File: src/cor_pkg.sv
// ----------------------------------------------------------------------------
// cor_pkg
// Shared types and constants of the circle outline rasterizer.
// ----------------------------------------------------------------------------
package cor_pkg;

  localparam int COLOR_BITS = 8;
  localparam int NUM_PIXELS = 8;
  localparam int PHASE_BITS = $clog2(NUM_PIXELS);

  localparam logic ACTION_START = 1'b0;
  localparam logic ACTION_STEP  = 1'b1;

  typedef logic [PHASE_BITS-1:0] phase_t;

  localparam phase_t PHASE_LAST = phase_t'(NUM_PIXELS - 1);

  typedef struct packed {
    logic [COLOR_BITS-1:0] red;
    logic [COLOR_BITS-1:0] green;
    logic [COLOR_BITS-1:0] blue;
    logic [COLOR_BITS-1:0] alpha;
  } colour_t;

endpackage

File: src/cor_if.sv
// ----------------------------------------------------------------------------
// cor_if
// Valid/ready channels of the circle outline rasterizer: circle commands in,
// pixels out.
// ----------------------------------------------------------------------------
interface cor_in_if import cor_pkg::*; #(
  parameter int COORD_BITS = 12
) ();
  logic                          valid;
  logic                          ready;
  logic                          action;
  logic signed [COORD_BITS-1:0]  center_x;
  logic signed [COORD_BITS-1:0]  center_y;
  logic        [COORD_BITS-2:0]  circle_radius;
  logic        [COLOR_BITS-1:0]  red_in;
  logic        [COLOR_BITS-1:0]  green_in;
  logic        [COLOR_BITS-1:0]  blue_in;
  logic        [COLOR_BITS-1:0]  alpha_in;

  modport source (output valid, action, center_x, center_y, circle_radius,
                  red_in, green_in, blue_in, alpha_in, input ready);
  modport sink   (input valid, action, center_x, center_y, circle_radius,
                  red_in, green_in, blue_in, alpha_in, output ready);
endinterface

interface cor_out_if import cor_pkg::*; #(
  parameter int COORD_BITS = 12
) ();
  logic                          valid;
  logic                          ready;
  logic signed [COORD_BITS:0]    pixel_x;
  logic signed [COORD_BITS:0]    pixel_y;
  logic        [COLOR_BITS-1:0]  red_out;
  logic        [COLOR_BITS-1:0]  green_out;
  logic        [COLOR_BITS-1:0]  blue_out;
  logic        [COLOR_BITS-1:0]  alpha_out;
  logic                          last_of_step;
  logic                          circle_done;

  modport source (output valid, pixel_x, pixel_y, red_out, green_out, blue_out,
                  alpha_out, last_of_step, circle_done, input ready);
  modport sink   (input valid, pixel_x, pixel_y, red_out, green_out, blue_out,
                  alpha_out, last_of_step, circle_done, output ready);
endinterface

File: src/circle_outline_rasterizer_unit.sv
// ----------------------------------------------------------------------------
// circle_outline_rasterizer_unit
// Andres circle outline generator: start transactions latch a circle, step
// transactions advance the error term and emit eight symmetric pixels.
// ----------------------------------------------------------------------------
//  channel   dir  transaction
//  in_ch     in   start (latch circle) or step (advance one step)
//  out_ch    out  one pixel with colour, last_of_step, circle_done
//
//  A step is evaluated in the cycle it is accepted; its eight pixels then
//  leave from the pixel buffer one per cycle while out_ch.ready is high.
//  in_ch.ready is high while the pixel buffer is empty or its eighth pixel
//  is being taken, so steps run back to back.
//  Start transactions and idle steps emit nothing.
//  rst_n is synchronous: idle, no circle active, buffer empty.
// ----------------------------------------------------------------------------
module circle_outline_rasterizer_unit import cor_pkg::*; #(
  parameter int COORD_BITS = 12
) (
  input  logic clk,
  input  logic rst_n,
  cor_in_if.sink    in_ch,
  cor_out_if.source out_ch
);

  localparam int CB = COORD_BITS;
  localparam int EB = CB + 2;
  localparam int WB = CB + 3;

  // circle state
  logic signed [CB-1:0] x_r, x_nxt, cx_r, cy_r;
  logic signed [CB-1:0] y_r, y_nxt;
  logic signed [EB-1:0] err_r, err_nxt;
  logic        [CB-2:0] radius_r;
  colour_t              colour_r;
  logic                 active_r, active_nxt;

  // pixel buffer
  logic signed [CB-1:0] sx_r, sy_r, scx_r, scy_r;
  colour_t              scol_r;
  logic                 sdone_r;
  logic                 busy_r, busy_nxt;
  phase_t               phase_r, phase_nxt;

  logic free, acc, start_acc, step_acc, out_fire, emit_last;

  logic signed [WB-1:0] xe, ye, ee, re, x2, ry2, err1, err2, err3;
  logic signed [CB-1:0] x_inc, y_dec;
  logic                 done_c;

  logic signed [CB:0]   xp, yp, dx, dy, cxp, cyp;

  assign emit_last = busy_r && (phase_r == PHASE_LAST);
  assign out_fire  = busy_r && out_ch.ready;
  assign free      = !busy_r || (emit_last && out_ch.ready);
  assign in_ch.ready = free;
  assign acc       = in_ch.valid && free;
  assign start_acc = acc && (in_ch.action == ACTION_START);
  assign step_acc  = acc && (in_ch.action == ACTION_STEP) && active_r;

  // error-term step
  always_comb begin
    xe   = WB'(x_r);
    ye   = WB'(y_r);
    ee   = WB'(err_r);
    re   = $signed({{(WB-CB+1){1'b0}}, radius_r});
    x2   = xe <<< 1;
    ry2  = (re - ye) <<< 1;
    err1 = ee - x2 - WB'(1);
    err2 = ee + (ye <<< 1) - WB'(1);
    err3 = ee + ((ye - xe - WB'(1)) <<< 1);
    x_inc = x_r + CB'(1);
    y_dec = y_r - CB'(1);
    if (ee >= x2) begin
      err_nxt = err1[EB-1:0];
      x_nxt   = x_inc;
      y_nxt   = y_r;
    end else if (ee < ry2) begin
      err_nxt = err2[EB-1:0];
      x_nxt   = x_r;
      y_nxt   = y_dec;
    end else begin
      err_nxt = err3[EB-1:0];
      x_nxt   = x_inc;
      y_nxt   = y_dec;
    end
    done_c     = y_nxt < x_nxt;
    active_nxt = !done_c;
  end

  always_ff @(posedge clk) begin
    if (!rst_n) begin
      x_r      <= '0;
      y_r      <= '0;
      err_r    <= '0;
      cx_r     <= '0;
      cy_r     <= '0;
      radius_r <= '0;
      colour_r <= '0;
      active_r <= 1'b0;
    end else if (start_acc) begin
      x_r      <= '0;
      y_r      <= $signed({1'b0, in_ch.circle_radius});
      err_r    <= $signed({{(EB-CB+1){1'b0}}, in_ch.circle_radius}) - EB'(1);
      cx_r     <= in_ch.center_x;
      cy_r     <= in_ch.center_y;
      radius_r <= in_ch.circle_radius;
      colour_r <= '{red: in_ch.red_in, green: in_ch.green_in,
                    blue: in_ch.blue_in, alpha: in_ch.alpha_in};
      active_r <= 1'b1;
    end else if (step_acc) begin
      x_r      <= x_nxt;
      y_r      <= y_nxt;
      err_r    <= err_nxt;
      active_r <= active_nxt;
    end
  end

  always_ff @(posedge clk) begin
    if (step_acc) begin
      sx_r    <= x_r;
      sy_r    <= y_r;
      scx_r   <= cx_r;
      scy_r   <= cy_r;
      scol_r  <= colour_r;
      sdone_r <= done_c;
    end
  end

  always_comb begin
    busy_nxt  = busy_r;
    phase_nxt = phase_r;
    if (out_fire) begin
      phase_nxt = phase_r + phase_t'(1);
      if (emit_last) begin
        busy_nxt = 1'b0;
      end
    end
    if (step_acc) begin
      busy_nxt  = 1'b1;
      phase_nxt = '0;
    end
  end

  always_ff @(posedge clk) begin
    if (!rst_n) begin
      busy_r  <= 1'b0;
      phase_r <= '0;
    end else begin
      busy_r  <= busy_nxt;
      phase_r <= phase_nxt;
    end
  end

  // octant select
  always_comb begin
    xp  = (CB+1)'(sx_r);
    yp  = (CB+1)'(sy_r);
    cxp = (CB+1)'(scx_r);
    cyp = (CB+1)'(scy_r);
    case (phase_r)
      phase_t'(0): begin dx =  xp; dy =  yp; end
      phase_t'(1): begin dx =  xp; dy = -yp; end
      phase_t'(2): begin dx =  yp; dy = -xp; end
      phase_t'(3): begin dx =  yp; dy =  xp; end
      phase_t'(4): begin dx = -xp; dy =  yp; end
      phase_t'(5): begin dx = -xp; dy = -yp; end
      phase_t'(6): begin dx = -yp; dy =  xp; end
      default:     begin dx = -yp; dy = -xp; end
    endcase
  end

  assign out_ch.valid        = busy_r;
  assign out_ch.pixel_x      = cxp + dx;
  assign out_ch.pixel_y      = cyp + dy;
  assign out_ch.red_out      = scol_r.red;
  assign out_ch.green_out    = scol_r.green;
  assign out_ch.blue_out     = scol_r.blue;
  assign out_ch.alpha_out    = scol_r.alpha;
  assign out_ch.last_of_step = phase_r == PHASE_LAST;
  assign out_ch.circle_done  = (phase_r == PHASE_LAST) && sdone_r;

endmodule

File: src/flat_wrapper.sv
// flat-port wrapper written by rule: the top's interface ports become plain ports
module circle_outline_rasterizer_unit_flat import cor_pkg::*;
#(
  parameter int COORD_BITS = 12
)
  (clk, rst_n, in_ch_valid, in_ch_action, in_ch_center_x, in_ch_center_y, in_ch_circle_radius, in_ch_red_in, in_ch_green_in, in_ch_blue_in, in_ch_alpha_in, in_ch_ready, out_ch_valid, out_ch_pixel_x, out_ch_pixel_y, out_ch_red_out, out_ch_green_out, out_ch_blue_out, out_ch_alpha_out, out_ch_last_of_step, out_ch_circle_done, out_ch_ready);
  cor_in_if #(.COORD_BITS(COORD_BITS)) in_ch_i ();
  cor_out_if #(.COORD_BITS(COORD_BITS)) out_ch_i ();
  input  logic clk;
  input  logic rst_n;
  input wire logic [$bits(in_ch_i.valid)-1:0] in_ch_valid;
  input wire logic [$bits(in_ch_i.action)-1:0] in_ch_action;
  input wire logic [$bits(in_ch_i.center_x)-1:0] in_ch_center_x;
  input wire logic [$bits(in_ch_i.center_y)-1:0] in_ch_center_y;
  input wire logic [$bits(in_ch_i.circle_radius)-1:0] in_ch_circle_radius;
  input wire logic [$bits(in_ch_i.red_in)-1:0] in_ch_red_in;
  input wire logic [$bits(in_ch_i.green_in)-1:0] in_ch_green_in;
  input wire logic [$bits(in_ch_i.blue_in)-1:0] in_ch_blue_in;
  input wire logic [$bits(in_ch_i.alpha_in)-1:0] in_ch_alpha_in;
  output wire logic [$bits(in_ch_i.ready)-1:0] in_ch_ready;
  output wire logic [$bits(out_ch_i.valid)-1:0] out_ch_valid;
  output wire logic [$bits(out_ch_i.pixel_x)-1:0] out_ch_pixel_x;
  output wire logic [$bits(out_ch_i.pixel_y)-1:0] out_ch_pixel_y;
  output wire logic [$bits(out_ch_i.red_out)-1:0] out_ch_red_out;
  output wire logic [$bits(out_ch_i.green_out)-1:0] out_ch_green_out;
  output wire logic [$bits(out_ch_i.blue_out)-1:0] out_ch_blue_out;
  output wire logic [$bits(out_ch_i.alpha_out)-1:0] out_ch_alpha_out;
  output wire logic [$bits(out_ch_i.last_of_step)-1:0] out_ch_last_of_step;
  output wire logic [$bits(out_ch_i.circle_done)-1:0] out_ch_circle_done;
  input wire logic [$bits(out_ch_i.ready)-1:0] out_ch_ready;
  assign in_ch_i.valid = in_ch_valid;
  assign in_ch_i.action = in_ch_action;
  assign in_ch_i.center_x = in_ch_center_x;
  assign in_ch_i.center_y = in_ch_center_y;
  assign in_ch_i.circle_radius = in_ch_circle_radius;
  assign in_ch_i.red_in = in_ch_red_in;
  assign in_ch_i.green_in = in_ch_green_in;
  assign in_ch_i.blue_in = in_ch_blue_in;
  assign in_ch_i.alpha_in = in_ch_alpha_in;
  assign in_ch_ready = in_ch_i.ready;
  assign out_ch_valid = out_ch_i.valid;
  assign out_ch_pixel_x = out_ch_i.pixel_x;
  assign out_ch_pixel_y = out_ch_i.pixel_y;
  assign out_ch_red_out = out_ch_i.red_out;
  assign out_ch_green_out = out_ch_i.green_out;
  assign out_ch_blue_out = out_ch_i.blue_out;
  assign out_ch_alpha_out = out_ch_i.alpha_out;
  assign out_ch_last_of_step = out_ch_i.last_of_step;
  assign out_ch_circle_done = out_ch_i.circle_done;
  assign out_ch_i.ready = out_ch_ready;
  circle_outline_rasterizer_unit #(.COORD_BITS(COORD_BITS)) u_core (.clk(clk), .rst_n(rst_n), .in_ch(in_ch_i), .out_ch(out_ch_i));
endmodule
File: config.mk
export PLATFORM = sky130hd
export DESIGN_NAME = circle_outline_rasterizer_unit_flat
export DESIGN_NICKNAME = d
export VERILOG_FILES = /design/src/cor_pkg.sv /design/src/cor_if.sv /design/src/circle_outline_rasterizer_unit.sv /design/src/flat_wrapper.sv
export SDC_FILE = /design/constraint.sdc
export NUM_CORES = 1
export LEC_CHECK = 0
export ABC_CLOCK_PERIOD_IN_PS = 6250
export BUFFER_PORTS_ARGS = -buffer_cell sky130_fd_sc_hd__buf_4
export CAP_MARGIN = 20
export CORE_ASPECT_RATIO = 0.8
export CORE_MARGIN = 1
export CORE_UTILIZATION = 35
export CTS_BUF_LIST = sky130_fd_sc_hd__clkbuf_8
export CTS_CLUSTER_DIAMETER = 100
export DETAILED_ROUTE_END_ITERATION = 12
export GPL_TIMING_DRIVEN = 0
export PLACE_DENSITY = 0.5
export SKIP_LAST_GASP = 1
export SLEW_MARGIN = 20
export SYNTH_ARGS = -nofsm -noshare
export SYNTH_HDL_FRONTEND = slang
export SYNTH_SLANG_ARGS = --single-unit
File: constraint.sdc
create_clock -name clk -period 6.25 [get_ports clk]
set_input_delay 1.5625 -clock clk [delete_from_list [all_inputs] [get_ports clk]]
set_output_delay 1.5625 -clock clk [all_outputs]
set_load 0.05 [all_outputs]
Yosys cells after proc, flatten, opt, wreduce, memory -nomap -nowiden
Cells that the tools add are included.
W data, S select, Z words.
- multipliers: 0
- $lt $le $gt $ge: 3
- shifts and indexed selects: 0
- reductions and logical operators: 24
- divide/modulo/power cells: 0
- bitwise operators: 2
- add/sub/neg operators: 16
- equal/unequal tests: 7
- muxes and demuxes: 16
- operators with widths (cell ; number):
    $pmux W13 S3 ; 2
    $mux W14 ; 4
    $mux W12 ; 3
    $sub A14 B2 Y14 const B ; 2
    $add A12 B13 Y13 ; 2
    $neg A12 Y13 ; 2
    $sub A12 B12 Y13 ; 2
    $mux W11 ; 2
    $reduce_or A2 Y1 ; 8
    $add A14 B13 Y14 ; 1
    $add A14 B14 Y14 ; 1
    $ge A14 B13 Y1 ; 1
    $lt A14 B14 Y1 ; 1
    $sub A14 B13 Y14 ; 1
    $sub A13 B2 Y13 const B ; 1
    $add A12 B2 Y12 const B ; 1
    $eq A3 B3 Y1 const B ; 4
    $lt A12 B12 Y1 ; 1
    $sub A11 B1 Y12 const B ; 1
    $sub A12 B2 Y12 const B ; 1
    $logic_and A1 B1 Y1 ; 8
    $eq A3 B2 Y1 const B ; 2
    $reduce_bool A2 Y1 ; 3
    $mux W1 ; 5
    other kinds (7) ; 9
- memories kept: 0
- bits in read-only memories: 0
- output and inout bits: 62
- bits in writable memories: 0
- input bits: 72
- latch bits: 0
- logic and storage cells: 91
- bits in registers: 191

Longest topological paths before layout
- depth after elaboration: 9
- mapped depth: 29
- depth with buffers taken out: 28

Least setup slack after synthesis
No wires, ideal clock.
- path kind: flip-flop to output port
- start point: register u_core.phase_r[1]
- end point: output port out_ch_pixel_x[12]
- path slack: 0.621 ns
- arrival time: 4.067 ns
- data required time: 4.688 ns
- stages on the path, launching flop included: 20
- path buffers: 3
- path through: dfxtp_1 > inv_1 > ha_1 > clkbuf_1 > or2_2 > clkbuf_1 > clkbuf_1 > nand2_1 > nand2_1 > o21ai_0 > ha_1 > fa_1 > a21o_1 > a21oi_1 > o21bai_1 > a21oi_1 > o21bai_1 > a41oi_1 > a21oi_1 > xnor2_1
- longest elaborated chain between the ends: 4
- elaborated cells between the ends (all ways): 11
- classes of those cells: add/sub: 1; eq/ne: 5; mux: 1; reduce/logical: 4
- RTL lines (element ; line ; RTL):
    start: declaration ; circle_outline_rasterizer_unit.sv:43 ; phase_t phase_r, phase_nxt;
    start signal: assignment ; circle_outline_rasterizer_unit.sv:151 ; phase_r <= phase_nxt;
    $eq A3 B3 Y1, or another cell as far along ; circle_outline_rasterizer_unit.sv:161 ; case (phase_r)
    $reduce_or A2 Y1 (no source line) ; -- ;
    $pmux W13 S3 * ; circle_outline_rasterizer_unit.sv:161 ;
    $add A12 B13 Y13 * ; circle_outline_rasterizer_unit.sv:174 ; assign out_ch.pixel_x = cxp + dx;
    end: declaration ; flat_wrapper.sv:22 ; output wire logic [$bits(out_ch_i.pixel_x)-1:0] out_ch_pixel_x;
Every way passes the cells marked *; elsewhere a longest branch is shown, timed or not.

Worst setup path in the final report
- start point: register u_core.phase_r[0]
- end point: output port out_ch_pixel_y[10]
- longest elaborated chain between the ends: 4
- elaborated cells between the ends (all ways): 11
- classes of those cells: add/sub: 1; eq/ne: 5; mux: 1; reduce/logical: 4
- RTL lines (element ; line ; RTL):
    $eq A3 B2 Y1, or another cell as far along ; circle_outline_rasterizer_unit.sv:161 ;
    $reduce_or A2 Y1 (no source line) ; -- ;
    $pmux W13 S3 * ; circle_outline_rasterizer_unit.sv:161 ;
    $add A12 B13 Y13 * ; circle_outline_rasterizer_unit.sv:175 ; assign out_ch.pixel_y = cyp + dy;
    end: declaration ; flat_wrapper.sv:23 ; output wire logic [$bits(out_ch_i.pixel_y)-1:0] out_ch_pixel_y;
Marked as above.

==> summary.md <==
| Metric | Value |
|---|---|
| Non-filler instance count after layout | `2157` |
| H-Tree Depth | `4` |
| Die Ht | `174 um` |
| Routability Congestion | `0.895` |
| Setup TNS | `0 ns` |
| Final #Nets | `1874` |
| Synth cell count leaders | `226 x nand2_1, 155 x a21oi_1, 131 x ha_1` |
| Critical path launch point type | `register` |
| Final WL | `41600 um` |
| GRT overflow | `0` |
| Cell taking the most area after synthesis | `edfxtp_1` |
| Sequential area share after synthesis | `35.7%` |
| Initial antenna violation count | `0` |
| Final design utilization | `42.0%` |
| DIE AREA | `37900 um2` |
| Area growth syn-to-layout | `17.3%` |
| CP max FO | `10` |
| TritonCTS clock tree | `yes` |
| Fraction of registers with async set/reset | `0%` |
| Leakage power total | `6.02 nW` |
| Synthesized cell area | `13000 um2` |
| Total CTS buffers | `17` |
| Chip Width | `217 um` |
| First-pass GRT wire length | `63100 um` |
| CP max stage cell | `dfxtp_1` |
| Final Hold Violating Endpoints | `0` |
| Post-CTS Hold Buffers | `0` |
| CTS Buffer Depth | `2` |
| Row cnt | `62` |
| Pre-CTS WS | `-0.307 ns` |
| Pre-Repair DR Iteration Count | `7` |
| Yosys Warn Count | `0` |
| Worst path top cell family by delay | `compound AO/OA/AOI/OAI gates` |
| Minimum clock period | `6.04 ns` |
| Share of layout cells above drive strength 1 | `13.7%` |
| Core region area | `36200 um2` |
| Clk_skew | `0.0232 ns` |
| # Max-Cap Violations | `0` |
| DR iter-0 viols | `1035` |
| Top-count cell post-synth | `nand2_1` |
| Slew @ Worst Pin | `0.968 ns` |
| Worst path cell trace | `inv_1, ha_1, mux2_2, buf_2, o21ai_0, o21ai_0, ha_1, fa_1, a21o_1, a21oi_2, o21bai_1, a21oi_2, o21bai_1, a41oi_2, nor2b_1, xnor2_1, buf_4` |
| CP Capture Type | `output pin` |
| Top cells by area, synth | `edfxtp_1 19%, dfxtp_1 17%, ha_1 13%, xnor2_1 6.6%, nand2_1 6.5%` |
| Final Slew Violations | `0` |
| Antenna cells | `0` |
| Post-layout worst setup margin | `0.214 ns` |
| Antenna Nets Post-Route | `0` |
| Worst path bufs/invs | `3` |
| Latest clock arrival within the worst-skew pair | `0.51 ns` |
| Post-synth EDFFs | `81` |
| # port buffers | `132` |
| Arrival time worst endpoint | `4.47 ns` |
| Avg Cell Area, Syn | `8.61 um2` |
| Pin count of the biggest net entering global routing | `40` |
| Worst VDD drop | `0.168 mV` |
| Syn_nets | `1718` |
| Root buf cell | `clkbuf_8` |
| CTS Sinks | `191` |
| Number of remaining DRC errors | `0` |
| WHS | `0.435 ns` |
| Yosys reg bits | `191` |
| Tcrit/Tclk final | `96.6%` |
| Crit path kind | `reg -> out` |
| Top_reg_cell synth | `dfxtp_1` |
| IO Pins | `134` |
| Number of global-route vias before repair | `10800` |
| Placed cells | `2122` |
| Mean routed wirelength per cell | `19.3 um` |
| Total GRT Usage | `22.0%` |
| Pwr/cell area | `383 nW/um2` |
| Yosys top cell area share | `18.7%` |
| Synth Instances | `1508` |
| Starting Density | `35.8%` |
| Slew margin rel. | `35.5%` |
| Reg clk slew, reported paths | `0.10 ns` |
| Vias per cell | `5.36` |
| Routed vias | `11600` |
| CP Data Required Time | `4.69 ns` |
| Count of different cell masters after synthesis | `70` |
| Dpl hpwl | `32800 um` |
| Final setup vio count | `0` |
| Max Fclk | `0.166 GHz` |
| Filler Cell Count | `3697` |
| Outcome | `complete, no violations` |
| Slowest stage delay, CP | `0.41 ns` |
| Hold Path Class | `reg -> reg` |
[per-layer routing]
| layer | share of wire [%] | GRT usage (%) | wire (um) |
|---|---|---|---|
| met1 | 50 | 32.9 | 20900 |
| met2 | 42 | 31.7 | 17300 |
| met3 | 7.5 | 5.35 | 3120 |
| met4 | 0.79 | 4.28 | 327 |
| met5 | 0 | 0 | 0 |
[through the flow]
stage	total power [mW]	instance area [um2]
after CTS	5.81	15100
after global placement	4.80	14600
final	5.83	15200
after floorplan	3.91	13000
after detailed placement	4.82	14600
after global routing	6.26	15200
[flip-flops by register name, summed over array words and instances, names as in the netlist]
register and cells:
u_core.colour_r 32, u_core.err_r 14, u_core.cx_r 12, u_core.cy_r 12, u_core.scx_r 12, u_core.scy_r 12, u_core.sx_r 12, u_core.sy_r 12
u_core.x_r 12, u_core.y_r 12, u_core.radius_r 11, u_core.out_ch.alpha_out 8, u_core.out_ch.blue_out 8, u_core.out_ch.green_out 8, u_core.out_ch.red_out 8, u_core.phase_r 3
u_core.active_r 1, u_core.out_ch.valid 1, u_core.sdone_r 1
[final timing paths]
kind,startpoint,end,slack (ns),depth (start not counted)
worst max-delay path,u_core.phase_r[0],out_ch_pixel_y[10],0.21,17
worst min-delay path,u_core.cy_r[7],u_core.scy_r[7],0.43,0
worst max register to register,u_core.y_r[3],u_core.active_r,0.29,28
worst min register to register,u_core.cy_r[7],u_core.scy_r[7],0.43,0
[placed cells by master (no fill, tap or decap), drive strengths merged, types with 12 or more instances in the layout]
cell type  instances
a211oi            14
a21o              22
a21oi            155
a31oi             15
buf              146
clkbuf            62
dfxtp            110
edfxtp            81
ha               131
inv              104
nand2            227
nand2b            12
nand3             40
nor2              87
nor2b             16
nor3              40
o21a              14
o21ai             68
or3               19
xnor2             98
xor2              30
[final cells by class]
cell class	instances	area (um2)	area share, %
flip-flops and latches	191	4640	30.5
clock buffers	17	234	1.54
well taps	480	601	3.94
inverters	98	368	2.42
repair buffers	139	1070	7.02
plain buffers	52	216	1.42
multi-input cells	1165	7850	51.6
clock inverters	15	245	1.61
[worst reg2reg max path: cells and delay by family, from the launching register on]
| kind | cells | cell delay [ns] |
|---|---|---|
| compound gates | 16 | 2.97 |
| buf+inv | 3 | 0.67 |
| simple gates | 4 | 0.61 |
| flops | 1 | 0.43 |
| fa+ha+maj | 3 | 0.89 |
| xor+xnor | 2 | 0.25 |
[power breakdown]
part           switching (mW)  total, mW  internal (mW)
logic                    2.06       3.35           1.29
registers               0.108       1.53           1.42
clock network           0.528      0.955          0.427
[timing repair]
item                                    4_1_cts  5_1_grt
pin swaps                                     1        1
endpoints found under the setup margin       14       10
buffers inserted                              2        3
gates resized for setup                      14       26
cloned                                        0        1
[cells by family after synthesis]
family	after synthesis	share of synthesized area [%]
and+or+nand+nor	502	18.0
AOI/OAI and AO/OA	390	18.9
DFF	191	35.7
buffers and inverters	153	4.46
adders and majority gates	138	13.7
xor gates and xnor gates	128	8.70
muxes	6	0.472
Note: power is estimated with default switching activity, not from simulation.
